**config.mk**
```make
export PLATFORM = sky130hd
export DESIGN_NAME = ipd_frame_length_parser_core_flat
export DESIGN_NICKNAME = d
export VERILOG_FILES = /design/src/design/ipd_pkg.sv /design/src/design/ipd_if.sv /design/src/design/ipd_hist.sv /design/src/design/ipd_fsm.sv /design/src/design/ipd_frame_length_parser_core.sv /design/src/flat_wrapper.sv
export SDC_FILE = /design/constraint.sdc
export NUM_CORES = 1
export LEC_CHECK = 0
export ABC_AREA = 0
export BUFFER_PORTS_ARGS = -buffer_cell sky130_fd_sc_hd__buf_2
export CORE_ASPECT_RATIO = 0.75
export CORE_UTILIZATION = 45
export DETAILED_ROUTE_END_ITERATION = 8
export GPL_ROUTABILITY_DRIVEN = 0
export PLACE_DENSITY_LB_ADDON = 0.3
export SETUP_SLACK_MARGIN = 0.5
export SLEW_MARGIN = 10
export SYNTH_ARGS = -nofsm -noshare
export SYNTH_HDL_FRONTEND = slang
export SYNTH_SLANG_ARGS = --single-unit
export TNS_END_PERCENT = 100
```
**constraint.sdc**
```tcl
create_clock -name clk -period 4.3 [get_ports clk]
set_input_delay 0.215 -clock clk [delete_from_list [all_inputs] [get_ports clk]]
set_output_delay 0.215 -clock clk [all_outputs]
set_load 0.02 [all_outputs]
```
**src/design/ipd_pkg.sv**
```systemverilog
package ipd_pkg;

  localparam int LEN_BITS      = 16;
  localparam int MAX_LEN_CHARS = 15;
  localparam int CNT_W         = $clog2(MAX_LEN_CHARS + 1);
  localparam int PROD_W        = LEN_BITS + 4;
  localparam int HIST_DEPTH    = 4;

  localparam logic [LEN_BITS-1:0] LEN_MAX = '1;

  localparam logic [7:0] CH_PLUS  = 8'h2B;
  localparam logic [7:0] CH_I     = 8'h49;
  localparam logic [7:0] CH_P     = 8'h50;
  localparam logic [7:0] CH_D     = 8'h44;
  localparam logic [7:0] CH_COMMA = 8'h2C;
  localparam logic [7:0] CH_COLON = 8'h3A;
  localparam logic [7:0] CH_ZERO  = 8'h30;
  localparam logic [7:0] CH_NINE  = 8'h39;

  typedef enum logic [2:0] {
    MODE_HUNT = 3'b001,
    MODE_LEN  = 3'b010,
    MODE_DATA = 3'b100
  } mode_t;

  typedef struct packed {
    logic [7:0] out_byte;
    logic       is_payload;
    logic       payload_last;
    logic       length_saturated;
  } res_t;

  typedef struct packed {
    logic shift;
    logic clear;
  } hist_ctl_t;

  typedef struct packed {
    mode_t mode;
    logic  rem_zero;
  } fsm_stat_t;

endpackage

```
**src/design/ipd_if.sv**
```systemverilog
interface ipd_in_if (input logic clk);
  logic       valid;
  logic       ready;
  logic [7:0] rx_byte;

  modport source (output valid, output rx_byte, input ready);
  modport sink (input valid, input rx_byte, output ready);
endinterface

interface ipd_out_if (input logic clk);
  logic       valid;
  logic       ready;
  logic [7:0] out_byte;
  logic       is_payload;
  logic       payload_last;
  logic       length_saturated;

  modport source (output valid, output out_byte, output is_payload, output payload_last,
                  output length_saturated, input ready);
  modport sink (input valid, input out_byte, input is_payload, input payload_last,
                input length_saturated, output ready);
endinterface

```
**src/design/ipd_hist.sv**
```systemverilog
module ipd_hist (
  input  logic               clk,
  input  logic               rst_n,
  input  logic               adv,
  input  logic [7:0]         b,
  input  ipd_pkg::hist_ctl_t hctl,
  output logic               match
);
  import ipd_pkg::*;

  logic [7:0] hist_r   [HIST_DEPTH];
  logic [7:0] hist_nxt [HIST_DEPTH];

  // Newest byte sits at index zero.
  assign match = (b == CH_COMMA) && (hist_r[0] == CH_D) && (hist_r[1] == CH_P) &&
                 (hist_r[2] == CH_I) && (hist_r[3] == CH_PLUS);

  always_comb begin
    for (int i = 0; i < HIST_DEPTH; i++) begin
      hist_nxt[i] = hist_r[i];
    end
    if (adv && hctl.clear) begin
      for (int i = 0; i < HIST_DEPTH; i++) begin
        hist_nxt[i] = '0;
      end
    end else if (adv && hctl.shift) begin
      hist_nxt[0] = b;
      for (int i = 1; i < HIST_DEPTH; i++) begin
        hist_nxt[i] = hist_r[i-1];
      end
    end
  end

  always_ff @(posedge clk) begin
    for (int i = 0; i < HIST_DEPTH; i++) begin
      if (!rst_n) begin
        hist_r[i] <= '0;
      end else begin
        hist_r[i] <= hist_nxt[i];
      end
    end
  end

endmodule

```
**src/design/ipd_fsm.sv**
```systemverilog
module ipd_fsm (
  input  logic               clk,
  input  logic               rst_n,
  input  logic               adv,
  input  logic [7:0]         b,
  input  logic               match,
  output ipd_pkg::res_t      res,
  output logic               emit,
  output ipd_pkg::hist_ctl_t hctl,
  output ipd_pkg::fsm_stat_t stat
);
  import ipd_pkg::*;

  mode_t               mode_r, mode_nxt;
  logic [LEN_BITS-1:0] acc_r, acc_nxt;
  logic [CNT_W-1:0]    cnt_r, cnt_nxt;
  logic                ended_r, ended_nxt;
  logic                sat_r, sat_nxt;
  logic [LEN_BITS-1:0] rem_r, rem_nxt;
  logic [PROD_W-1:0]   prod;
  logic                is_digit;

  // Digits are 0x30 to 0x39, so the low nibble is the digit value.
  assign prod = (PROD_W'(acc_r) << 3) + (PROD_W'(acc_r) << 1) + PROD_W'(b[3:0]);
  assign is_digit = b inside {[CH_ZERO:CH_NINE]};

  always_comb begin
    mode_nxt  = mode_r;
    acc_nxt   = acc_r;
    cnt_nxt   = cnt_r;
    ended_nxt = ended_r;
    sat_nxt   = sat_r;
    rem_nxt   = rem_r;
    res       = '0;
    res.out_byte = b;
    emit      = 1'b1;
    hctl      = '0;
    case (mode_r)
      MODE_DATA: begin
        res.is_payload       = 1'b1;
        res.payload_last     = (rem_r <= LEN_BITS'(1));
        res.length_saturated = sat_r;
        if (rem_r != '0) begin
          rem_nxt = rem_r - LEN_BITS'(1);
        end
        if (rem_r <= LEN_BITS'(1)) begin
          mode_nxt   = MODE_HUNT;
          hctl.clear = 1'b1;
        end
      end
      MODE_LEN: begin
        if (b == CH_COLON) begin
          emit      = 1'b0;
          cnt_nxt   = '0;
          ended_nxt = 1'b0;
          if (acc_r == '0) begin
            mode_nxt   = MODE_HUNT;
            hctl.clear = 1'b1;
          end else begin
            rem_nxt  = acc_r;
            mode_nxt = MODE_DATA;
          end
        end else if (cnt_r < CNT_W'(MAX_LEN_CHARS)) begin
          cnt_nxt = cnt_r + CNT_W'(1);
          if (!ended_r && is_digit) begin
            if (prod > PROD_W'(LEN_MAX)) begin
              acc_nxt = LEN_MAX;
              sat_nxt = 1'b1;
            end else begin
              acc_nxt = prod[LEN_BITS-1:0];
            end
          end else begin
            ended_nxt = 1'b1;
          end
        end
      end
      default: begin
        if (match) begin
          hctl.clear = 1'b1;
          mode_nxt   = MODE_LEN;
          acc_nxt    = '0;
          cnt_nxt    = '0;
          ended_nxt  = 1'b0;
          sat_nxt    = 1'b0;
        end else begin
          hctl.shift = 1'b1;
        end
      end
    endcase
  end

  assign stat.mode     = mode_r;
  assign stat.rem_zero = (rem_r == '0);

  always_ff @(posedge clk) begin
    if (!rst_n) begin
      mode_r  <= MODE_HUNT;
      acc_r   <= '0;
      cnt_r   <= '0;
      ended_r <= 1'b0;
      sat_r   <= 1'b0;
      rem_r   <= '0;
    end else if (adv) begin
      mode_r  <= mode_nxt;
      acc_r   <= acc_nxt;
      cnt_r   <= cnt_nxt;
      ended_r <= ended_nxt;
      sat_r   <= sat_nxt;
      rem_r   <= rem_nxt;
    end
  end

endmodule

```
**src/design/ipd_frame_length_parser_core.sv**
```systemverilog
// Channel  Direction  Payload
// in_ch    sink       rx_byte[7:0]
// out_ch   source     out_byte[7:0], is_payload, payload_last, length_saturated
//
// Each request passes an input register and then a result register, and one request
// is taken per cycle while the result register is not stalled.
// The colon that closes a length field produces no result.
// Reset is synchronous and active low; it returns the parser to marker hunting.
// A stalled result register holds the input register, which then stops taking requests.
module ipd_frame_length_parser_core (
  input logic      clk,
  input logic      rst_n,
  ipd_in_if.sink   in_ch,
  ipd_out_if.source out_ch
);
  import ipd_pkg::*;

  logic       in_vld_r;
  logic [7:0] in_byte_r;
  logic       out_vld_r, out_vld_nxt;
  res_t       out_res_r;
  logic       adv;
  logic       emit;
  logic       match;
  res_t       res;
  hist_ctl_t  hctl;
  fsm_stat_t  stat;

  assign adv         = in_vld_r && (!out_vld_r || out_ch.ready);
  assign in_ch.ready = !in_vld_r || adv;

  ipd_hist u_hist (
    .clk   (clk),
    .rst_n (rst_n),
    .adv   (adv),
    .b     (in_byte_r),
    .hctl  (hctl),
    .match (match)
  );

  ipd_fsm u_fsm (
    .clk   (clk),
    .rst_n (rst_n),
    .adv   (adv),
    .b     (in_byte_r),
    .match (match),
    .res   (res),
    .emit  (emit),
    .hctl  (hctl),
    .stat  (stat)
  );

  always_comb begin
    out_vld_nxt = out_vld_r;
    if (adv) begin
      out_vld_nxt = emit;
    end else if (out_ch.ready) begin
      out_vld_nxt = 1'b0;
    end
  end

  always_ff @(posedge clk) begin
    if (!rst_n) begin
      in_vld_r  <= 1'b0;
      out_vld_r <= 1'b0;
    end else begin
      if (in_ch.ready) begin
        in_vld_r <= in_ch.valid;
      end
      out_vld_r <= out_vld_nxt;
    end
  end

  always_ff @(posedge clk) begin
    if (in_ch.ready && in_ch.valid) begin
      in_byte_r <= in_ch.rx_byte;
    end
    if (adv && emit) begin
      out_res_r <= res;
    end
  end

  assign out_ch.valid            = out_vld_r;
  assign out_ch.out_byte         = out_res_r.out_byte;
  assign out_ch.is_payload       = out_res_r.is_payload;
  assign out_ch.payload_last     = out_res_r.payload_last;
  assign out_ch.length_saturated = out_res_r.length_saturated;

  a_last_is_payload: assert property (@(posedge clk) disable iff (!rst_n)
    out_vld_r && out_res_r.payload_last |-> out_res_r.is_payload)
    else $error("payload_last set on a non-payload byte");

  a_data_has_count: assert property (@(posedge clk) disable iff (!rst_n)
    stat.mode == MODE_DATA |-> !stat.rem_zero)
    else $error("payload mode entered with zero bytes remaining");

  a_drop_only_colon: assert property (@(posedge clk) disable iff (!rst_n)
    adv && !emit |-> stat.mode == MODE_LEN && in_byte_r == CH_COLON)
    else $error("byte dropped outside the length terminator");

  a_marker_enters_len: assert property (@(posedge clk) disable iff (!rst_n)
    adv && match && stat.mode == MODE_HUNT |=> stat.mode == MODE_LEN)
    else $error("marker did not start length parsing");

endmodule

```
**src/flat_wrapper.sv**
```systemverilog
// flat-port wrapper written by rule: the top's interface ports become plain ports
module ipd_frame_length_parser_core_flat import ipd_pkg::*;
  (clk, rst_n, in_ch_valid, in_ch_rx_byte, in_ch_ready, out_ch_valid, out_ch_out_byte, out_ch_is_payload, out_ch_payload_last, out_ch_length_saturated, out_ch_ready);
  ipd_in_if in_ch_i (.clk(clk));
  ipd_out_if out_ch_i (.clk(clk));
  input logic clk;
  input logic rst_n;
  input wire logic [$bits(in_ch_i.valid)-1:0] in_ch_valid;
  input wire logic [$bits(in_ch_i.rx_byte)-1:0] in_ch_rx_byte;
  output wire logic [$bits(in_ch_i.ready)-1:0] in_ch_ready;
  output wire logic [$bits(out_ch_i.valid)-1:0] out_ch_valid;
  output wire logic [$bits(out_ch_i.out_byte)-1:0] out_ch_out_byte;
  output wire logic [$bits(out_ch_i.is_payload)-1:0] out_ch_is_payload;
  output wire logic [$bits(out_ch_i.payload_last)-1:0] out_ch_payload_last;
  output wire logic [$bits(out_ch_i.length_saturated)-1:0] out_ch_length_saturated;
  input wire logic [$bits(out_ch_i.ready)-1:0] out_ch_ready;
  assign in_ch_i.valid = in_ch_valid;
  assign in_ch_i.rx_byte = in_ch_rx_byte;
  assign in_ch_ready = in_ch_i.ready;
  assign out_ch_valid = out_ch_i.valid;
  assign out_ch_out_byte = out_ch_i.out_byte;
  assign out_ch_is_payload = out_ch_i.is_payload;
  assign out_ch_payload_last = out_ch_i.payload_last;
  assign out_ch_length_saturated = out_ch_i.length_saturated;
  assign out_ch_i.ready = out_ch_ready;
  ipd_frame_length_parser_core u_core (.clk(clk), .rst_n(rst_n), .in_ch(in_ch_i), .out_ch(out_ch_i));
endmodule
```
==> Implementation_results.wiki, run 1 <==
{| class="wikitable"
! Metric !! Value
|-
| Status || complete, but fails checks
|-
| Violations in the final reports || design-rule violations
|-
| Number of buffers added to fix hold violations after cts || 0
|-
| First-pass GRT wire length || 19.5 mm
|-
| Number of antenna diodes || 0
|-
| Number of buffers created by CTS || 9
|-
| Max-capacitance violation count || 0
|-
| Maximum net fanout on the critical path || 5
|-
| Clock tree from TritonCTS || built
|-
| Number of nets in the finished design || 615
|-
| Top post-synthesis cells by count || 75 x dfxtp_1, 67 x nor2_1, 42 x nand2_1
|-
| Overall die width || 125 um
|-
| # port buffers || 24
|-
| Layout-stage area growth over the synthesis result || 11.3%
|-
| Leakage || 0.00240 uW
|-
| Fraction of layout instances using a drive strength above 1 || 10.7%
|-
| Slew headroom || 27.0%
|-
| Largest net degree at the start of global routing || 35
|-
| Placeable core region || 11000 um2
|-
| Starting density of the core || 46.5%
|-
| Iteration-0 DRC Markers || 374
|-
| EDFF count, synth || 19
|-
| Most area-consuming cells after synthesis || dfxtp_1 29%, edfxtp_1 11%, ha_1 8.3%
|-
| Maximum clock path buffer count || 2
|-
| Total Routing Usage GR || 20.9%
|-
| Crit path DAT || 3630 ps
|-
| Height of the die || 94.4 um
|-
| Number of remaining DRC errors || 1
|-
| Vias in the first global route || 3803
|-
| Largest vdd supply drop || 0.277 mV
|-
| Slew @ Worst Pin || 1090 ps
|-
| Mapped Cells || 549
|-
| Post-synthesis register bit count || 94
|-
| Average cell area after synthesis || 9.34 um2
|-
| Worst setup skew after layout || 6.65 ps
|-
| Worst Setup Start Kind || register
|-
| Num rows || 33
|-
| Crit share post-route || 79.8%
|-
| Required time reported for the critical path endpoint || 4500 ps
|-
| Wirelength per Cell || 16.9 um
|-
| Final WS setup || 868 ps
|-
| Setup Total Neg Slack || 0 ps
|-
| Final number of max-transition violations || 0
|-
| Average via count per standard cell || 5.97
|-
| Worst skew pair latency || 340 ps
|-
| Number of nets in the synthesized netlist || 597
|-
| Pwr/cell area || 325 nW/um2
|-
| GRT Residual Overflow || 0
|-
| Minimum period implied by the final worst setup slack || 3430 ps
|-
| Unrepaired setup endpoints after global routing || no
|-
| Synthesized cell area || 5130 um2
|-
| Count of cell types in the netlist || 62
|-
| Post-Route WL || 12.0 mm
|-
| Top cell type by total area after synthesis || dfxtp_1
|-
| Total of endpoints with negative setup slack in the final report || 0
|-
| Final Hold Fails || 0
|-
| Main synth FF type || dfxtp_1
|-
| Register clock-pin slew on the reported worst setup and hold paths || 70 ps
|-
| HPWL after detailed placement || 8.86 mm
|-
| Number of iterations in the first detailed-routing pass || 7
|-
| Sequential-to-total area share from yosys stat || 40.4%
|-
| Number of antenna violations at the first check in global routing || 0
|-
| CTS root buf || clkbuf_16
|-
| Overall die area || 11800 um2
|-
| Share of synthesized registers carrying an async set or reset || 0%
|-
| Top-count cell post-synth || dfxtp_1
|-
| # resized after CTS || 0
|-
| Count of warnings emitted by yosys || 0
|-
| Crit path kind || reg -> reg
|-
| Level count of the clock H-tree || 3
|-
| Min Hold Slack || 47.6 ps
|-
| Top-level I/O count || 25
|-
| Achievable Freq || 291 MHz
|-
| Yosys top cell area share || 29.3%
|-
| Total clock sinks || 94
|-
| Pre-CTS worst setup slack || 715 ps
|-
| Worst Setup End Kind || register
|-
| Kind of path behind the tightest hold check || in -> reg
|-
| Routed via count || 4248
|-
| Antenna viol nets, final || 0
|}
## critical path: stages, from the launching register on
cell	delay (ps)
edfxtp_1	470
fa_1	530
fa_1	490
a211oi_1	360
o21ai_1	210
nand4_1	120
nand3_1	100
mux2_2	330
a2111oi_0	550
a211oi_1	140
## kinds of logic (layout without fill, tap and decap cells)
family          after synthesis  after routing  synth area share (%)
simple gates                199            199                  19.7
compound gates              143            143                  19.5
flops                        94             94                  40.4
fa+ha+maj                    36             36                  9.08
mux                          34             34                  6.66
buf+inv                      31             54                  2.61
xor+xnor                     12             12                  2.05
## timing repair
action | CTS | global route
buffers inserted | 0 | 2
hold endpoints to repair | 0 | 0
endpoints found under the setup margin | 0 | 2
## where the power goes
part           internal [uW]  switching (uW)  total, uW
Clock                    512             336        848
Combinational           28.0            49.4       77.4
Sequential               916            12.2        928
## stage by stage
step           cell area [um2]  total power (uW)  cells  utilization, %
6_report                  5710              1850    712            51.8
5_1_grt                   5710              1920    712            51.8
4_1_cts                   5690              1860    710            51.6
3_5_place_dp              5360              1030    694            48.6
3_3_place_gp              5360              1020    694            48.6
2_1_floorplan             5130               999    549               -
## state kept, by name (all words and copies together) (netlist names)
signal and flops:
u_core.in_byte_r 8, u_core.in_vld_r 1, u_core.out_ch.is_payload 1, u_core.out_ch.length_saturated 1, u_core.out_ch.out_byte 8, u_core.out_ch.payload_last 1, u_core.out_ch.valid 1, u_core.u_fsm.acc_r 16
u_core.u_fsm.cnt_r 4, u_core.u_fsm.ended_r 1, u_core.u_fsm.mode_r 3, u_core.u_fsm.rem_r 16, u_core.u_fsm.sat_r 1, u_core.u_hist.hist_r 32
## final cells by class
cell class	instances	area (um2)
Tap cell	140	175
Inverter	7	26.3
Sequential cell	94	2070
Fill cell	976	5320
Timing Repair Buffer	31	173
Multi-Input combinational cell	424	2930
Clock buffer	14	317
Clock inverter	2	16.3
## cell usage in the layout, fill, tap and decap left out, types with 4 or more instances in the layout
| master | instances |
|---|---|
| o221a_1 | 5 |
| nor2b_1 | 8 |
| o21ai_1 | 13 |
| a31oi_1 | 8 |
| a21o_1 | 9 |
| edfxtp_1 | 19 |
| and2_1 | 9 |
| xnor2_1 | 9 |
| nor4_1 | 11 |
| nor4bb_1 | 4 |
| nand4_1 | 6 |
| ha_1 | 34 |
| nand3_1 | 9 |
| clkbuf_16 | 11 |
| dfxtp_1 | 75 |
| mux2i_1 | 33 |
| o21ai_0 | 12 |
| inv_1 | 7 |
| o211ai_1 | 10 |
| nand2b_1 | 7 |
| nor3_1 | 15 |
| a21oi_1 | 34 |
| buf_2 | 24 |
| o21a_1 | 4 |
| o21bai_1 | 4 |
| a22oi_1 | 12 |
| nor4b_1 | 4 |
| a211oi_1 | 4 |
| nand2_1 | 42 |
| buf_4 | 7 |
| nor2_1 | 66 |
## per-layer routing
metal	track usage, %	routed length [um]	vias up
li1	-	-	2082
met1	32.0	6230	2013
met5	0	0	-
met3	3.63	735	13
met2	29.4	4930	140
met4	6.40	111	0
## path summary, 6_finish.rpt
kind | startpoint | end | slack (ps) | depth (start not counted)
min reg2reg | u_core.u_hist.hist_r[1][8] | u_core.u_hist.hist_r[1][8] | 490 | 2
min | in_ch_rx_byte[5] | u_core.in_byte_r[5] | 50 | 1
max reg2reg | u_core.in_byte_r[3] | u_core.u_fsm.sat_r | 870 | 9
max | u_core.in_byte_r[3] | u_core.u_fsm.sat_r | 870 | 9
No activity file was read; power rests on OpenSTA's default activity.
==> inputs of run 2 (changes only) <==
==> constraint.sdc (replaced) <==
create_clock -name clk -period 3.4 [get_ports clk]
set_input_delay 0.17 -clock clk [delete_from_list [all_inputs] [get_ports clk]]
set_output_delay 0.17 -clock clk [all_outputs]
set_load 0.02 [all_outputs]
==> Implementation_results.wiki, run 2 (synthesis gave the netlist of run 1 again) <==
{| class="wikitable"
! Metric !! Value
|-
| Largest vdd supply drop || 0.280 mV (+1.3%)
|-
| Required time reported for the critical path endpoint || 3620 ps (-880 ps)
|-
| Largest net degree at the start of global routing || 35 (unchanged)
|-
| Number of iterations in the first detailed-routing pass || 5 (-2)
|-
| Share of total power consumed by net switching || 22.4% (+1.0 points)
|-
| Wirelength per Cell || 17.2 um (+1.8%)
|-
| Total internal power || 1780 uW (+22%)
|-
| Net Sw Power || 514 uW (+29%)
|-
| CTS root buf || clkbuf_16
|-
| Number of antenna violations at the first check in global routing || 0 (unchanged)
|-
| Pre-CTS worst setup slack || 161 ps (-555 ps)
|-
| Minimum period implied by the final worst setup slack || 3200 ps (-228 ps)
|-
| Pwr/cell area || 383 nW/um2 (+18%)
|-
| Fraction of layout instances using a drive strength above 1 || 16.3% (+5.7 points)
|-
| Routed via count || 4343 (+2.2%)
|-
| FF/Latch Area || 2070 um2 (+0.12%)
|-
| Biggest regs || u_core.u_hist.hist_r x32, u_core.u_fsm.acc_r x16, u_core.u_fsm.rem_r x16
|-
| Worst skew pair latency || 340 ps (about the same)
|-
| Largest register FFs || 32 (unchanged)
|-
| # port buffers || 24 (unchanged)
|-
| Final Hold Fails || 0 (unchanged)
|-
| Final WS setup || 195 ps (-672 ps)
|-
| Logic gate share of total power || 4.7% (+0.5 points)
|-
| Achievable Freq || 312 MHz (+7.1%)
|-
| Kind of path behind the tightest hold check || in -> reg
|-
| Status || completed
|-
| Most frequent cells in the layout || 73 x dfxtp_1, 66 x nor2_1, 36 x nand2_1
|-
| Total clock sinks || 94 (unchanged)
|-
| Maximum clock path buffer count || 2 (unchanged)
|-
| Min Hold Slack || 7.46 ps (-40.2 ps)
|-
| Average via count per standard cell || 5.92 (-0.83%)
|-
| Placeable core region || 11000 um2 (unchanged)
|-
| HPWL after detailed placement || 8.89 mm (+0.31%)
|-
| Starting density of the core || 46.5% (unchanged)
|-
| First-pass GRT wire length || 20.4 mm (+4.5%)
|-
| Total power after layout || 2290 uW (+24%)
|-
| Number of remaining DRC errors || 0 (-1)
|-
| Power share of the clock group || 44.1% (-1.6 points)
|-
| Overall die area || 11800 um2 (unchanged)
|-
| Crit share post-route || 94.3% (+14 points)
|-
| Max-capacitance violation count || 0 (unchanged)
|-
| Final number of max-transition violations || 0 (unchanged)
|-
| Slew @ Worst Pin || 1180 ps (+84.2 ps)
|-
| Fill count || 971 (-0.51%)
|-
| Height of the die || 94.4 um (unchanged)
|-
| Multi-input combinational cell area || 3050 um2 (+4.1%)
|-
| Post-Route WL || 12.6 mm (+4.9%)
|-
| Number of buffers created by CTS || 9 (unchanged)
|-
| Crit path DAT || 3420 ps (-210 ps)
|-
| Antenna viol nets, final || 0 (unchanged)
|-
| Total Routing Usage GR || 21.8% (+0.82 points)
|-
| Maximum net fanout on the critical path || 4 (-1)
|-
| Overall die width || 125 um (unchanged)
|-
| Final cell utilization of the core || 54.2% (+2.5 points)
|-
| Iteration-0 DRC Markers || 387 (+3.5%)
|-
| Worst Setup Start Kind || register
|-
| Largest Register || u_core.u_hist.hist_r
|-
| Number of nets in the finished design || 637 (+3.6%)
|-
| Crit path kind || reg -> reg
|-
| Leakage || 0.00252 uW (+4.8%)
|-
| Unrepaired setup endpoints after global routing || yes
|-
| GRT Residual Overflow || 0 (unchanged)
|-
| Flop pwr share || 51.3% (+1.2 points)
|-
| Slew headroom || 21.3% (-5.6 points)
|-
| Clock tree from TritonCTS || built
|-
| Setup Total Neg Slack || 0 ps (unchanged)
|-
| Register clock-pin slew on the reported worst setup and hold paths || 70 ps (about the same)
|-
| Worst setup skew after layout || 8.01 ps (+1.36 ps)
|-
| Num rows || 33 (unchanged)
|-
| Number of antenna diodes || 0 (unchanged)
|-
| Worst Setup End Kind || register
|-
| Level count of the clock H-tree || 3 (unchanged)
|-
| Vias in the first global route || 4007 (+5.4%)
|-
| Layout-stage area growth over the synthesis result || 16.6%
|-
| Total of endpoints with negative setup slack in the final report || 0 (unchanged)
|-
| Most common cell after layout, fill and taps aside || dfxtp_1
|-
| Top-level I/O count || 25 (unchanged)
|}
## run 2: area by class of cell
cell class | count | share of cell area (%)
sequential | 94 | 34.7
tap | 140 | 2.93
inverter | 7 | 0.440
clock buffer | 10 | 3.83
timing repair buffer | 53 | 5.92
clock inverter | 6 | 1.17
multi-input combinational | 424 | 51.0
## run 2: path summary, 6_finish.rpt
kind / from / endpoint / slack [ps] / cells after the start
setup / recovery: u_core.in_byte_r[3] / u_core.u_fsm.acc_r[14] / 200 / 11
hold / removal: in_ch_rx_byte[4] / u_core.in_byte_r[4] / 7 / 1
hold reg to reg: u_core.u_fsm.ended_r / u_core.u_fsm.ended_r / 480 / 2
setup reg to reg: u_core.in_byte_r[3] / u_core.u_fsm.acc_r[14] / 200 / 11
## run 2: timing repair
action,CTS,global route
endpoints found under the hold margin,3,2
hold buffers,3,2
resized for setup,9,16
pin swaps,4,4
setup endpoints to repair,17,21
setup buffers,6,4
cloned,1,0
## run 2: per-stage QoR
stage	area, um2	std cells
CTS	5870	728
detailed placement	5440	702
global placement	5440	702
finish	5980	734
floorplan	5150	549
global route	5980	734
## run 2: power by group through the flow
stage          sequential (uW)  clock (uW)  combinational (uW)
3_3_place_gp              1200           0                98.4
3_5_place_dp              1200           0                99.7
5_1_grt                   1180        1070                 115
2_1_floorplan             1200           0                61.2
6_report                  1170        1010                 107
4_1_cts                   1170        1020                 104
## run 2: per-layer routing
layer  share of wire [%]  track usage, %  vias up
met4                0.96            4.88        0
met1                  51            32.3     2070
li1                    -               -     2131
met2                  43            32.2      131
met5                   0               0        -
met3                 5.1            4.31       11
## run 2: critical path, stage by stage, from the launching register on
cell and delay [ps]:
edfxtp_1 410, fa_1 500, buf_4 170, fa_2 380, a211oi_4 250, o21ai_2 130
nand4_1 120, nand3_1 100, mux2_4 340, o41ai_4 400, buf_4 200, o211ai_1 80
